<file path="config.mk">
export PLATFORM = sky130hd
export DESIGN_NAME = signed_int_to_decimal_ascii_unit_flat
export DESIGN_NICKNAME = d
export VERILOG_FILES = /design/src/rtl/sidad_pkg.sv /design/src/rtl/sidad_if.sv /design/src/rtl/sidad_dabble_step.sv /design/src/rtl/signed_int_to_decimal_ascii_unit.sv /design/src/flat_wrapper.sv
export SDC_FILE = /design/constraint.sdc
export NUM_CORES = 1
export LEC_CHECK = 0
export BUFFER_PORTS_ARGS = -buffer_cell sky130_fd_sc_hd__buf_4
export CORE_ASPECT_RATIO = 0.75
export CORE_UTILIZATION = 45
export DETAILED_ROUTE_END_ITERATION = 8
export GPL_TIMING_DRIVEN = 0
export HOLD_SLACK_MARGIN = 0.02
export PLACE_DENSITY = 0.61
export SETUP_SLACK_MARGIN = 0.2
export SLEW_MARGIN = 30
export SYNTH_ARGS = -nofsm -noshare
export SYNTH_HDL_FRONTEND = slang
export SYNTH_SLANG_ARGS = --single-unit
</file>
<file path="constraint.sdc">
create_clock -name clk -period 5.7 [get_ports clk]
set_input_delay 1.14 -clock clk [delete_from_list [all_inputs] [get_ports clk]]
set_output_delay 1.14 -clock clk [all_outputs]
set_load 0.03 [all_outputs]
</file>
<file path="src/rtl/sidad_pkg.sv">
// sidad_pkg: shared constants and types for the signed integer to decimal
// ASCII converter. No dependencies.
`default_nettype none

package sidad_pkg;

    // Default width of the signed input value
    localparam int VALUE_WIDTH_DEF = 32;

    localparam int CHAR_WIDTH = 8;

    localparam logic [CHAR_WIDTH-1:0] ASCII_ZERO  = 8'h30;
    localparam logic [CHAR_WIDTH-1:0] ASCII_MINUS = 8'h2D;

    // Sequencer states
    typedef enum logic [1:0] {
        ST_IDLE,
        ST_CONV,
        ST_EMIT
    } state_t;

endpackage

`default_nettype wire

</file>
<file path="src/rtl/sidad_if.sv">
// sidad_num_if / sidad_text_if: valid-ready channels for the input value and
// the output characters. Depends on sidad_pkg.
`default_nettype none

interface sidad_num_if #(
    parameter int VALUE_WIDTH = sidad_pkg::VALUE_WIDTH_DEF
);
    logic                          valid;
    logic                          ready;
    logic signed [VALUE_WIDTH-1:0] value;

    modport source (output valid, output value, input ready);
    modport sink   (input valid, input value, output ready);
endinterface

interface sidad_text_if;
    logic                              valid;
    logic                              ready;
    logic [sidad_pkg::CHAR_WIDTH-1:0]  character;
    logic                              last;

    modport source (output valid, output character, output last, input ready);
    modport sink   (input valid, input character, input last, output ready);
endinterface

`default_nettype wire

</file>
<file path="src/rtl/sidad_dabble_step.sv">
// sidad_dabble_step: one shift-and-add-3 step of the binary to BCD converter.
// Standalone; no package use.
`default_nettype none

module sidad_dabble_step #(
    parameter int VALUE_WIDTH = 32,
    parameter int DIGITS      = 10
) (
    input  wire logic [4*DIGITS-1:0]  bcd,
    input  wire logic [VALUE_WIDTH-1:0] bin,
    output logic      [4*DIGITS-1:0]  bcd_out,
    output logic      [VALUE_WIDTH-1:0] bin_out
);

    logic [4*DIGITS-1:0] adj;

    // Each BCD digit of 5 or more gets 3 added before the shift
    always_comb
    begin
        for (int i = 0; i < DIGITS; i++)
        begin
            if (bcd[4*i +: 4] >= 4'd5)
            begin
                adj[4*i +: 4] = bcd[4*i +: 4] + 4'd3;
            end
            else
            begin
                adj[4*i +: 4] = bcd[4*i +: 4];
            end
        end
    end

    assign bcd_out = {adj[4*DIGITS-2:0], bin[VALUE_WIDTH-1]};
    assign bin_out = {bin[VALUE_WIDTH-2:0], 1'b0};

endmodule

`default_nettype wire

</file>
<file path="src/rtl/signed_int_to_decimal_ascii_unit.sv">
// signed_int_to_decimal_ascii_unit: top level of the integer to decimal text
// converter. Depends on sidad_pkg, sidad_if.sv and sidad_dabble_step.
//
//  Channel | Modport | Payload                       | Transfer
//  --------+---------+-------------------------------+-----------------------
//  num     | sink    | value  (VALUE_WIDTH, signed)  | one integer
//  text    | source  | character (8), last (1)       | one ASCII character
//
// Sequence: the value is taken, VALUE_WIDTH shift-add-3 steps run in the shared
// dabble unit, then the sign (if negative) and each BCD digit position are
// emitted in turn, with leading zeros stepped over.
// num.ready is high only in the idle state; the final character may still
// sit in the output register while the next value is taken.
// A stall on text holds the output register; the emit sequence waits at the
// next character to show (leading zeros are still stepped over).
// Reset (rst_n, asynchronous) clears the sequencer and the output valid flag.
`default_nettype none

module signed_int_to_decimal_ascii_unit #(
    parameter int VALUE_WIDTH = sidad_pkg::VALUE_WIDTH_DEF
) (
    input  wire logic       clk,
    input  wire logic       rst_n,
    sidad_num_if.sink       num,
    sidad_text_if.source    text
);

    // Decimal digits enough for any VALUE_WIDTH-bit magnitude
    localparam int DIGITS = (VALUE_WIDTH * 30103) / 100000 + 1;
    localparam int BCD_W  = 4 * DIGITS;
    localparam int CNT_W  = $clog2(VALUE_WIDTH);
    localparam int LEFT_W = $clog2(DIGITS + 1);

    sidad_pkg::state_t state_reg, state_next;

    logic [VALUE_WIDTH-1:0] bin_reg, bin_next;
    logic [BCD_W-1:0]       bcd_reg, bcd_next;
    logic [CNT_W-1:0]       cnt_reg, cnt_next;
    logic [LEFT_W-1:0]      left_reg, left_next;
    logic                   neg_reg, neg_next;
    logic                   sign_pend_reg, sign_pend_next;
    logic                   started_reg, started_next;

    logic                             out_valid_reg, out_valid_next;
    logic [sidad_pkg::CHAR_WIDTH-1:0] char_reg, char_next;
    logic                             last_reg, last_next;

    logic [VALUE_WIDTH-1:0] mag;
    logic [BCD_W-1:0]       step_bcd;
    logic [VALUE_WIDTH-1:0] step_bin;
    logic [3:0]             top_digit;
    logic                   last_digit;
    logic                   slot_free;
    logic                   load;

    // Magnitude; the most negative value wraps to its true unsigned size
    assign mag = num.value[VALUE_WIDTH-1] ?
                 (VALUE_WIDTH'(0) - $unsigned(num.value)) : $unsigned(num.value);

    sidad_dabble_step #(
        .VALUE_WIDTH (VALUE_WIDTH),
        .DIGITS      (DIGITS)
    ) u_step (
        .bcd     (bcd_reg),
        .bin     (bin_reg),
        .bcd_out (step_bcd),
        .bin_out (step_bin)
    );

    assign top_digit  = bcd_reg[BCD_W-1 -: 4];
    assign last_digit = (left_reg == LEFT_W'(1));
    assign slot_free  = !out_valid_reg || text.ready;

    assign num.ready      = (state_reg == sidad_pkg::ST_IDLE);
    assign text.valid     = out_valid_reg;
    assign text.character = char_reg;
    assign text.last      = last_reg;

    always_comb
    begin
        state_next     = state_reg;
        bin_next       = bin_reg;
        bcd_next       = bcd_reg;
        cnt_next       = cnt_reg;
        left_next      = left_reg;
        neg_next       = neg_reg;
        sign_pend_next = sign_pend_reg;
        started_next   = started_reg;
        char_next      = char_reg;
        last_next      = last_reg;
        load           = 1'b0;

        case (state_reg)
            sidad_pkg::ST_IDLE:
            begin
                if (num.valid)
                begin
                    bin_next       = mag;
                    bcd_next       = '0;
                    cnt_next       = '0;
                    left_next      = LEFT_W'(DIGITS);
                    neg_next       = num.value[VALUE_WIDTH-1];
                    sign_pend_next = num.value[VALUE_WIDTH-1];
                    started_next   = 1'b0;
                    state_next     = sidad_pkg::ST_CONV;
                end
            end
            sidad_pkg::ST_CONV:
            begin
                bin_next = step_bin;
                bcd_next = step_bcd;
                cnt_next = cnt_reg + CNT_W'(1);
                if (cnt_reg == CNT_W'(VALUE_WIDTH - 1))
                begin
                    state_next = sidad_pkg::ST_EMIT;
                end
            end
            sidad_pkg::ST_EMIT:
            begin
                if (sign_pend_reg)
                begin
                    if (slot_free)
                    begin
                        load           = 1'b1;
                        char_next      = sidad_pkg::ASCII_MINUS;
                        last_next      = 1'b0;
                        sign_pend_next = 1'b0;
                    end
                end
                else if (top_digit == 4'd0 && !started_reg && !last_digit)
                begin
                    // leading zero: step over it
                    bcd_next  = {bcd_reg[BCD_W-5:0], 4'd0};
                    left_next = left_reg - LEFT_W'(1);
                end
                else if (slot_free)
                begin
                    load         = 1'b1;
                    char_next    = sidad_pkg::ASCII_ZERO + {4'd0, top_digit};
                    last_next    = last_digit;
                    bcd_next     = {bcd_reg[BCD_W-5:0], 4'd0};
                    left_next    = left_reg - LEFT_W'(1);
                    started_next = 1'b1;
                    if (last_digit)
                    begin
                        state_next = sidad_pkg::ST_IDLE;
                    end
                end
            end
            default:
            begin
                state_next = sidad_pkg::ST_IDLE;
            end
        endcase

        if (load)
        begin
            out_valid_next = 1'b1;
        end
        else if (text.ready)
        begin
            out_valid_next = 1'b0;
        end
        else
        begin
            out_valid_next = out_valid_reg;
        end
    end

    always_ff @(posedge clk or negedge rst_n)
    begin
        if (!rst_n)
        begin
            state_reg     <= sidad_pkg::ST_IDLE;
            out_valid_reg <= 1'b0;
            sign_pend_reg <= 1'b0;
            neg_reg       <= 1'b0;
            started_reg   <= 1'b0;
            cnt_reg       <= '0;
            left_reg      <= '0;
        end
        else
        begin
            state_reg     <= state_next;
            out_valid_reg <= out_valid_next;
            sign_pend_reg <= sign_pend_next;
            neg_reg       <= neg_next;
            started_reg   <= started_next;
            cnt_reg       <= cnt_next;
            left_reg      <= left_next;
        end
    end

    always_ff @(posedge clk)
    begin
        bin_reg  <= bin_next;
        bcd_reg  <= bcd_next;
        char_reg <= char_next;
        last_reg <= last_next;
    end

    // A pending sign belongs only to a negative value
    a_sign_neg: assert property (@(posedge clk) disable iff (!rst_n)
        sign_pend_reg |-> neg_reg)
        else $error("sign pending for non-negative value");

    // Emit never runs out of digit positions
    a_left_nonzero: assert property (@(posedge clk) disable iff (!rst_n)
        (state_reg == sidad_pkg::ST_EMIT) |-> (left_reg != '0))
        else $error("emit with no digits left");

    // Shown character is a decimal digit or the minus sign
    a_char_code: assert property (@(posedge clk) disable iff (!rst_n)
        out_valid_reg |-> ((char_reg >= sidad_pkg::ASCII_ZERO &&
                            char_reg <= sidad_pkg::ASCII_ZERO + 8'd9) ||
                           char_reg == sidad_pkg::ASCII_MINUS))
        else $error("bad character code");

    // The minus sign never ends a number
    a_minus_not_last: assert property (@(posedge clk) disable iff (!rst_n)
        (out_valid_reg && char_reg == sidad_pkg::ASCII_MINUS) |-> !last_reg)
        else $error("minus sign marked last");

    // A held result stays put while stalled
    a_hold: assert property (@(posedge clk) disable iff (!rst_n)
        (out_valid_reg && !text.ready) |=> (out_valid_reg && $stable(char_reg)))
        else $error("stalled character changed");

endmodule

`default_nettype wire
</file>
<file path="src/flat_wrapper.sv">
// flat-port wrapper written by rule: the top's interface ports become plain ports
module signed_int_to_decimal_ascii_unit_flat 
#(
    parameter int VALUE_WIDTH = sidad_pkg::VALUE_WIDTH_DEF
)
  (clk, rst_n, num_valid, num_value, num_ready, text_valid, text_character, text_last, text_ready);
  sidad_num_if #(.VALUE_WIDTH(VALUE_WIDTH)) num_i ();
  sidad_text_if text_i ();
  input  wire logic clk;
  input  wire logic rst_n;
  input wire logic [$bits(num_i.valid)-1:0] num_valid;
  input wire logic [$bits(num_i.value)-1:0] num_value;
  output wire logic [$bits(num_i.ready)-1:0] num_ready;
  output wire logic [$bits(text_i.valid)-1:0] text_valid;
  output wire logic [$bits(text_i.character)-1:0] text_character;
  output wire logic [$bits(text_i.last)-1:0] text_last;
  input wire logic [$bits(text_i.ready)-1:0] text_ready;
  assign num_i.valid = num_valid;
  assign num_i.value = num_value;
  assign num_ready = num_i.ready;
  assign text_valid = text_i.valid;
  assign text_character = text_i.character;
  assign text_last = text_i.last;
  assign text_i.ready = text_ready;
  signed_int_to_decimal_ascii_unit #(.VALUE_WIDTH(VALUE_WIDTH)) u_core (.clk(clk), .rst_n(rst_n), .num(num_i), .text(text_i));
endmodule
</file>
# ---- Word-level counts from Yosys, hierarchy flattened
# Cells that the tools add are included.
dict set report word_totals {
  register_bits 95
}
dict set report op_classes {
  addsub 14
  n_lt_le_gt_ge 10
  n_eq_ne 12
  muxes 55
  reduce_logical 19
}
# op n
set ops {}
lappend ops {{40-bit 2-to-1 mux} 4}
lappend ops {{40-bit case mux with 3 select lines} 1}
lappend ops {{32-bit 2-to-1 mux} 2}
lappend ops {{32-bit case mux with 2 select lines} 1}
lappend ops {{4-bit 2-to-1 mux} 13}
lappend ops {{4-bit by 3-bit >= comparator with 1-bit output, second input constant} 10}
lappend ops {{4-bit by 2-bit adder with 4-bit output, second input constant} 9}
lappend ops {{8-bit 2-to-1 mux} 4}
lappend ops {{1-bit by 32-bit subtractor with 32-bit output, first input constant} 1}
lappend ops {{1-bit 2-to-1 mux} 17}
lappend ops {{2-bit 2-to-1 mux} 6}
lappend ops {{5-bit case mux with 2 select lines} 1}
lappend ops {{2-bit by 1-bit inequality test with 1-bit output, second input constant} 4}
lappend ops {{4-bit case mux with 2 select lines} 1}
lappend ops {{4-bit AND reduction} 2}
lappend ops {{6-bit by 4-bit adder with 7-bit output, first input constant} 1}
lappend ops {{2-bit inequality test, second input constant} 3}
lappend ops {{2-bit case mux with 3 select lines} 1}
lappend ops {{6-bit AND reduction} 1}
lappend ops {{2-bit nonzero test} 3}
lappend ops {{5-bit by 1-bit adder with 5-bit output, second input constant} 1}
lappend ops {{5-bit equality test, second input constant} 1}
lappend ops {{5-bit 2-to-1 mux} 1}
lappend ops {{5-bit AND reduction} 1}
lappend ops {{other kinds (16)} 21}

# ---- Depth between registers and ports, before layout
dict set report logic_depth {
  word_depth 7
  mapped_depth 8
  depth_no_buf 6
}

# ---- By module
# From an unflattened synthesis, not the netlist that was laid out.
dict set report hier_totals {
  hier_cells 573
  hier_area_um2 5957.0
}
# mod instances cells_per_inst area_each_um2 seq_area_each_um2
set modules_own_cells {}
lappend modules_own_cells {signed_int_to_decimal_ascii_unit 1 383 4712.0 2692.6}
lappend modules_own_cells {sidad_dabble_step 1 190 1244.9 0.0}

# ---- Least setup slack after synthesis
# Ideal clock, no wire load.
dict set report synth_path {
  path_type {input to register}
  start {input text_ready}
  end {register u_core.bcd_reg[0] (enable)}
  setup_ps 498
  arrival_ps 4410
  required_ps 5202
  slack_ps 792
  cell_stages 3
  n_path_buf 0
  cell_sequence {nor2b_1 > a21o_1 > a211oi_1}
}
dict set report synth_between {
  elab_chain_len 3
}
# element line_no
set synth_rtl {}
lappend synth_rtl {{start: declaration} flat_wrapper.sv:17} ;# input wire logic [$bits(text_i.ready)-1:0] text_ready;
lappend synth_rtl {{1-bit logical OR} signed_int_to_decimal_ascii_unit.sv:72} ;# assign slot_free = !out_valid_reg || text.ready;
lappend synth_rtl {{3-bit by 1-bit inequality test with 1-bit output (no line)} --}
lappend synth_rtl {{4-bit AND reduction (no line)} --}
lappend synth_rtl {{end signal: assignment} signed_int_to_decimal_ascii_unit.sv:197} ;# bcd_reg <= bcd_next;
lappend synth_rtl {{end: declaration} signed_int_to_decimal_ascii_unit.sv:37} ;# logic [BCD_W-1:0] bcd_reg, bcd_next;
# No other way between the ends.
# A chain may end at the register's enable or synchronous reset.

# ---- Final worst setup path
dict set report layout_path {
  start {input num_value[0]}
  end {register u_core.bin_reg[22] (data pin)}
}
dict set report layout_between {
  elab_chain_len 4
}
# element line_no
set layout_rtl {}
lappend layout_rtl {{start: declaration} flat_wrapper.sv:12} ;# input wire logic [$bits(num_i.value)-1:0] num_value;
lappend layout_rtl {{1-bit by 32-bit subtractor with 32-bit output} signed_int_to_decimal_ascii_unit.sv:58} ;# (VALUE_WIDTH'(0) - $unsigned(num.value)) : $unsigned(num.value);
lappend layout_rtl {{32-bit 2-to-1 mux} signed_int_to_decimal_ascii_unit.sv:57} ;# assign mag = num.value[VALUE_WIDTH-1] ?
lappend layout_rtl {{32-bit 2-to-1 mux} signed_int_to_decimal_ascii_unit.sv:96} ;# if (num.valid)
lappend layout_rtl {{32-bit case mux with 2 select lines} signed_int_to_decimal_ascii_unit.sv:93} ;# case (state_reg)
lappend layout_rtl {{net u_core.bin_next[22]} signed_int_to_decimal_ascii_unit.sv:36} ;# logic [VALUE_WIDTH-1:0] bin_reg, bin_next;
lappend layout_rtl {{end signal: assignment} signed_int_to_decimal_ascii_unit.sv:196} ;# bin_reg <= bin_next;
lappend layout_rtl {{end: declaration} signed_int_to_decimal_ascii_unit.sv:36}
# The timed path passes the listed nets, and every way through them passes these cells. The select of a mux whose other input is x is not followed.

==> flow_summary.ini <==
[timing]
hold_violations = 0
rsz0062_at_grt = false
fin_skew_ns = 0.007486
setup_viol = 0
max_freq_mhz = 296.3
min_period_ns = 3.374
setup_ws_ns = 2.326
fin_hold_ws_ns = 0.5116
fin_crit_sh_pct = 59.20
relSlewSlack_pct = 35.12
tightest_slew_ns = 0.9644
drv_slew = 0

[global_route]
grt_pass1_vias = 4741
antenna_found_initial = 0
grt-ovfl-total = 0
grt_pass1_wl_mm = 23.63
grt_max_degree = 33
gr-usage-all-layers_pct = 22.34

[power_and_ir_drop]
power_w = 0.003205
p_leak_nw = 2.567
seqPwrFrac_pct = 40.0
intPower_w = 0.001991
pwr-share-comb_pct = 40.8
peakVddDrop_mv = 0.2282
swShare_pct = 37.89
pwr-share-clk_pct = 19.2
power_switching_w = 0.001214
power-per-cell-area_nw_per_um2 = 472.2

[min_path]
worstHoldStart = u_core.cnt_reg[4]
hold_path.class = reg2reg

[routing]
routed_wl_mm = 14.44
drt-pass1-iter-count = 5
drc_errors = 0
routed_via_density = 5.850
drt_iter0_markers = 271
via_count = 4873
ant_nets = 0
wire_per_inst_um = 17.34

[placed_design]
post-dp-hpwl_mm = 10.38
routabilityCongestion = 0.8755
place_area_um2 = 6484
port-buffer-count = 42
place_ws_ns = 2.138
dp.cells = 817

[cells_and_area]
final_cells = 833
largest_reg_flops = 40
final_cell_mix = edfxtp_1 (78), buf_4 (45), nand2_1 (44), o21ai_0 (44), a21oi_1 (41)
finalNetCount = 728
drive_above_1_share_pct = 13.19
area_growth_pct = 15.18
layout_commonest_cell = edfxtp_1
fillers = 1142
finish.instance_area_um2 = 6788
antenna_cells = 0

[critical_path]
critical_path_arrival_ns = 3.44
crit_fanout = 10
required_ns = 5.77
crit_path_end_kind = register
crit_start = num_value[0]
ff2ff_setup_slack_ns = 2.97
startpoint_type = input port
r2r-start = u_core.bcd_reg[36]
critical_path_class = in2reg

[logic_synthesis]
yosysWarnings = 0
synth-async-reset-ratio_pct = 15.22
synth_ff_type = edfxtp_1
syn_area_per_cell_um2 = 9.757
synthesis.area_um2 = 5893
synthCells = 604
ys_ff_latch = 92
synth_edf_count = 78
synth.distinct_cells = 57
synth-seq-area-share_pct = 45.69

[floorplanning]
die_area_um2 = 13560
die_x_um = 134.1
rows = 35
num_io_pins = 47
core_area_um2 = 12520
start_util_pct = 47.05
die_height_um = 101.1

[run]
drv_cap = 0

[clock_tree]
tritoncts = built
clock-sinks = 92
cts_root_buffer = clkbuf_16
path_clk_slew_ns = 0.06
cts_resized = 0
insertion_delay_ns = 0.34
holdBufCountCts = 0
clk_path_buf_depth = 2
cts_setup_buffers = 0
numCtsBuffers = 9
ctsHtreeMaxLevel = 3

[run_status]
status = finished clean
-- final cells by class --
type / instances / area (µm²) / area share (%)
multi-input combinational: 440 / 2935 / 43.24
sequential: 92 / 2693 / 39.67
timing repair buffer: 46 / 360.3 / 5.309
clock buffer: 12 / 256.5 / 3.779
tap: 166 / 207.7 / 3.060
inverter: 40 / 150.1 / 2.212
buffer: 33 / 137.6 / 2.028
clock inverter: 4 / 47.55 / 0.7005
-- routing by layer --
layer | GRT usage (%) | wire (µm) | up-vias
li1 | - | - | 2374
met1 | 31.75 | 7192 | 2339
met2 | 34.52 | 6186 | 145
met3 | 5.480 | 933 | 15
met4 | 5.099 | 130 | 0
met5 | 0 | 0 | -
-- critical path, cell delays in order --
cell      delay [ns]
buf_4           0.11
inv_1           0.06
ha_1            0.16
or3b_2          0.52
or4_1           0.53
clkbuf_2        0.21
or4_1           0.51
o311ai_0        0.18
-- power by group through the flow --
| stage | Combinational, W | Clock, W | Sequential [W] |
|---|---|---|---|
| 2_1_floorplan | 0.000949 | 0 | 0.00125 |
| 3_3_place_gp | 0.00123 | 0 | 0.00130 |
| 3_5_place_dp | 0.00130 | 0 | 0.00129 |
| 4_1_cts | 0.00130 | 0.000626 | 0.00128 |
| 5_1_grt | 0.00146 | 0.000654 | 0.00132 |
| 6_report | 0.00131 | 0.000616 | 0.00128 |
-- logic make-up after synthesis --
kind of cell             synth area share [%]
adder cells (fa/ha/maj)                 6.369
AO/OA/AOI/OAI                           17.05
flip-flops                              45.69
AND/OR/NAND/NOR                         19.60
XOR/XNOR                                3.715
other                                  0.1274
buffers and inverters                   4.883
multiplexers                            2.569
-- cells in the mapped netlist (all sizes together) (17+ instances only) --
cell,instances,area [µm²]
nand2b,23,143.9
clkbuf,27,102.6
nand3,20,100.1
inv,40,150.1
ha,30,375.4
a21oi,41,205.2
nor2,30,112.6
o22ai,17,106.4
nand2,44,165.2
o21ai,44,220.2
or4,21,161.4
edfxtp,78,2342
-- through the flow --
step           TNS [ns]  util, %
6_report              0    54.20
5_1_grt               0    54.20
4_1_cts               0    54.20
3_5_place_dp          0    51.77
3_3_place_gp     -34.73    51.26
2_1_floorplan         0        -
-- worst paths after layout --
check / cells after the start / end
setup / recovery: 8 / u_core.bin_reg[22]
hold reg to reg: 1 / u_core.cnt_reg[4]
setup reg to reg: 9 / u_core.bcd_reg[0]
min in group asynchronous: 1 / u_core.left_reg[3]
hold / removal: 1 / u_core.cnt_reg[4]
max in group asynchronous: 1 / u_core.started_reg
(Power assumes the default switching activity.)
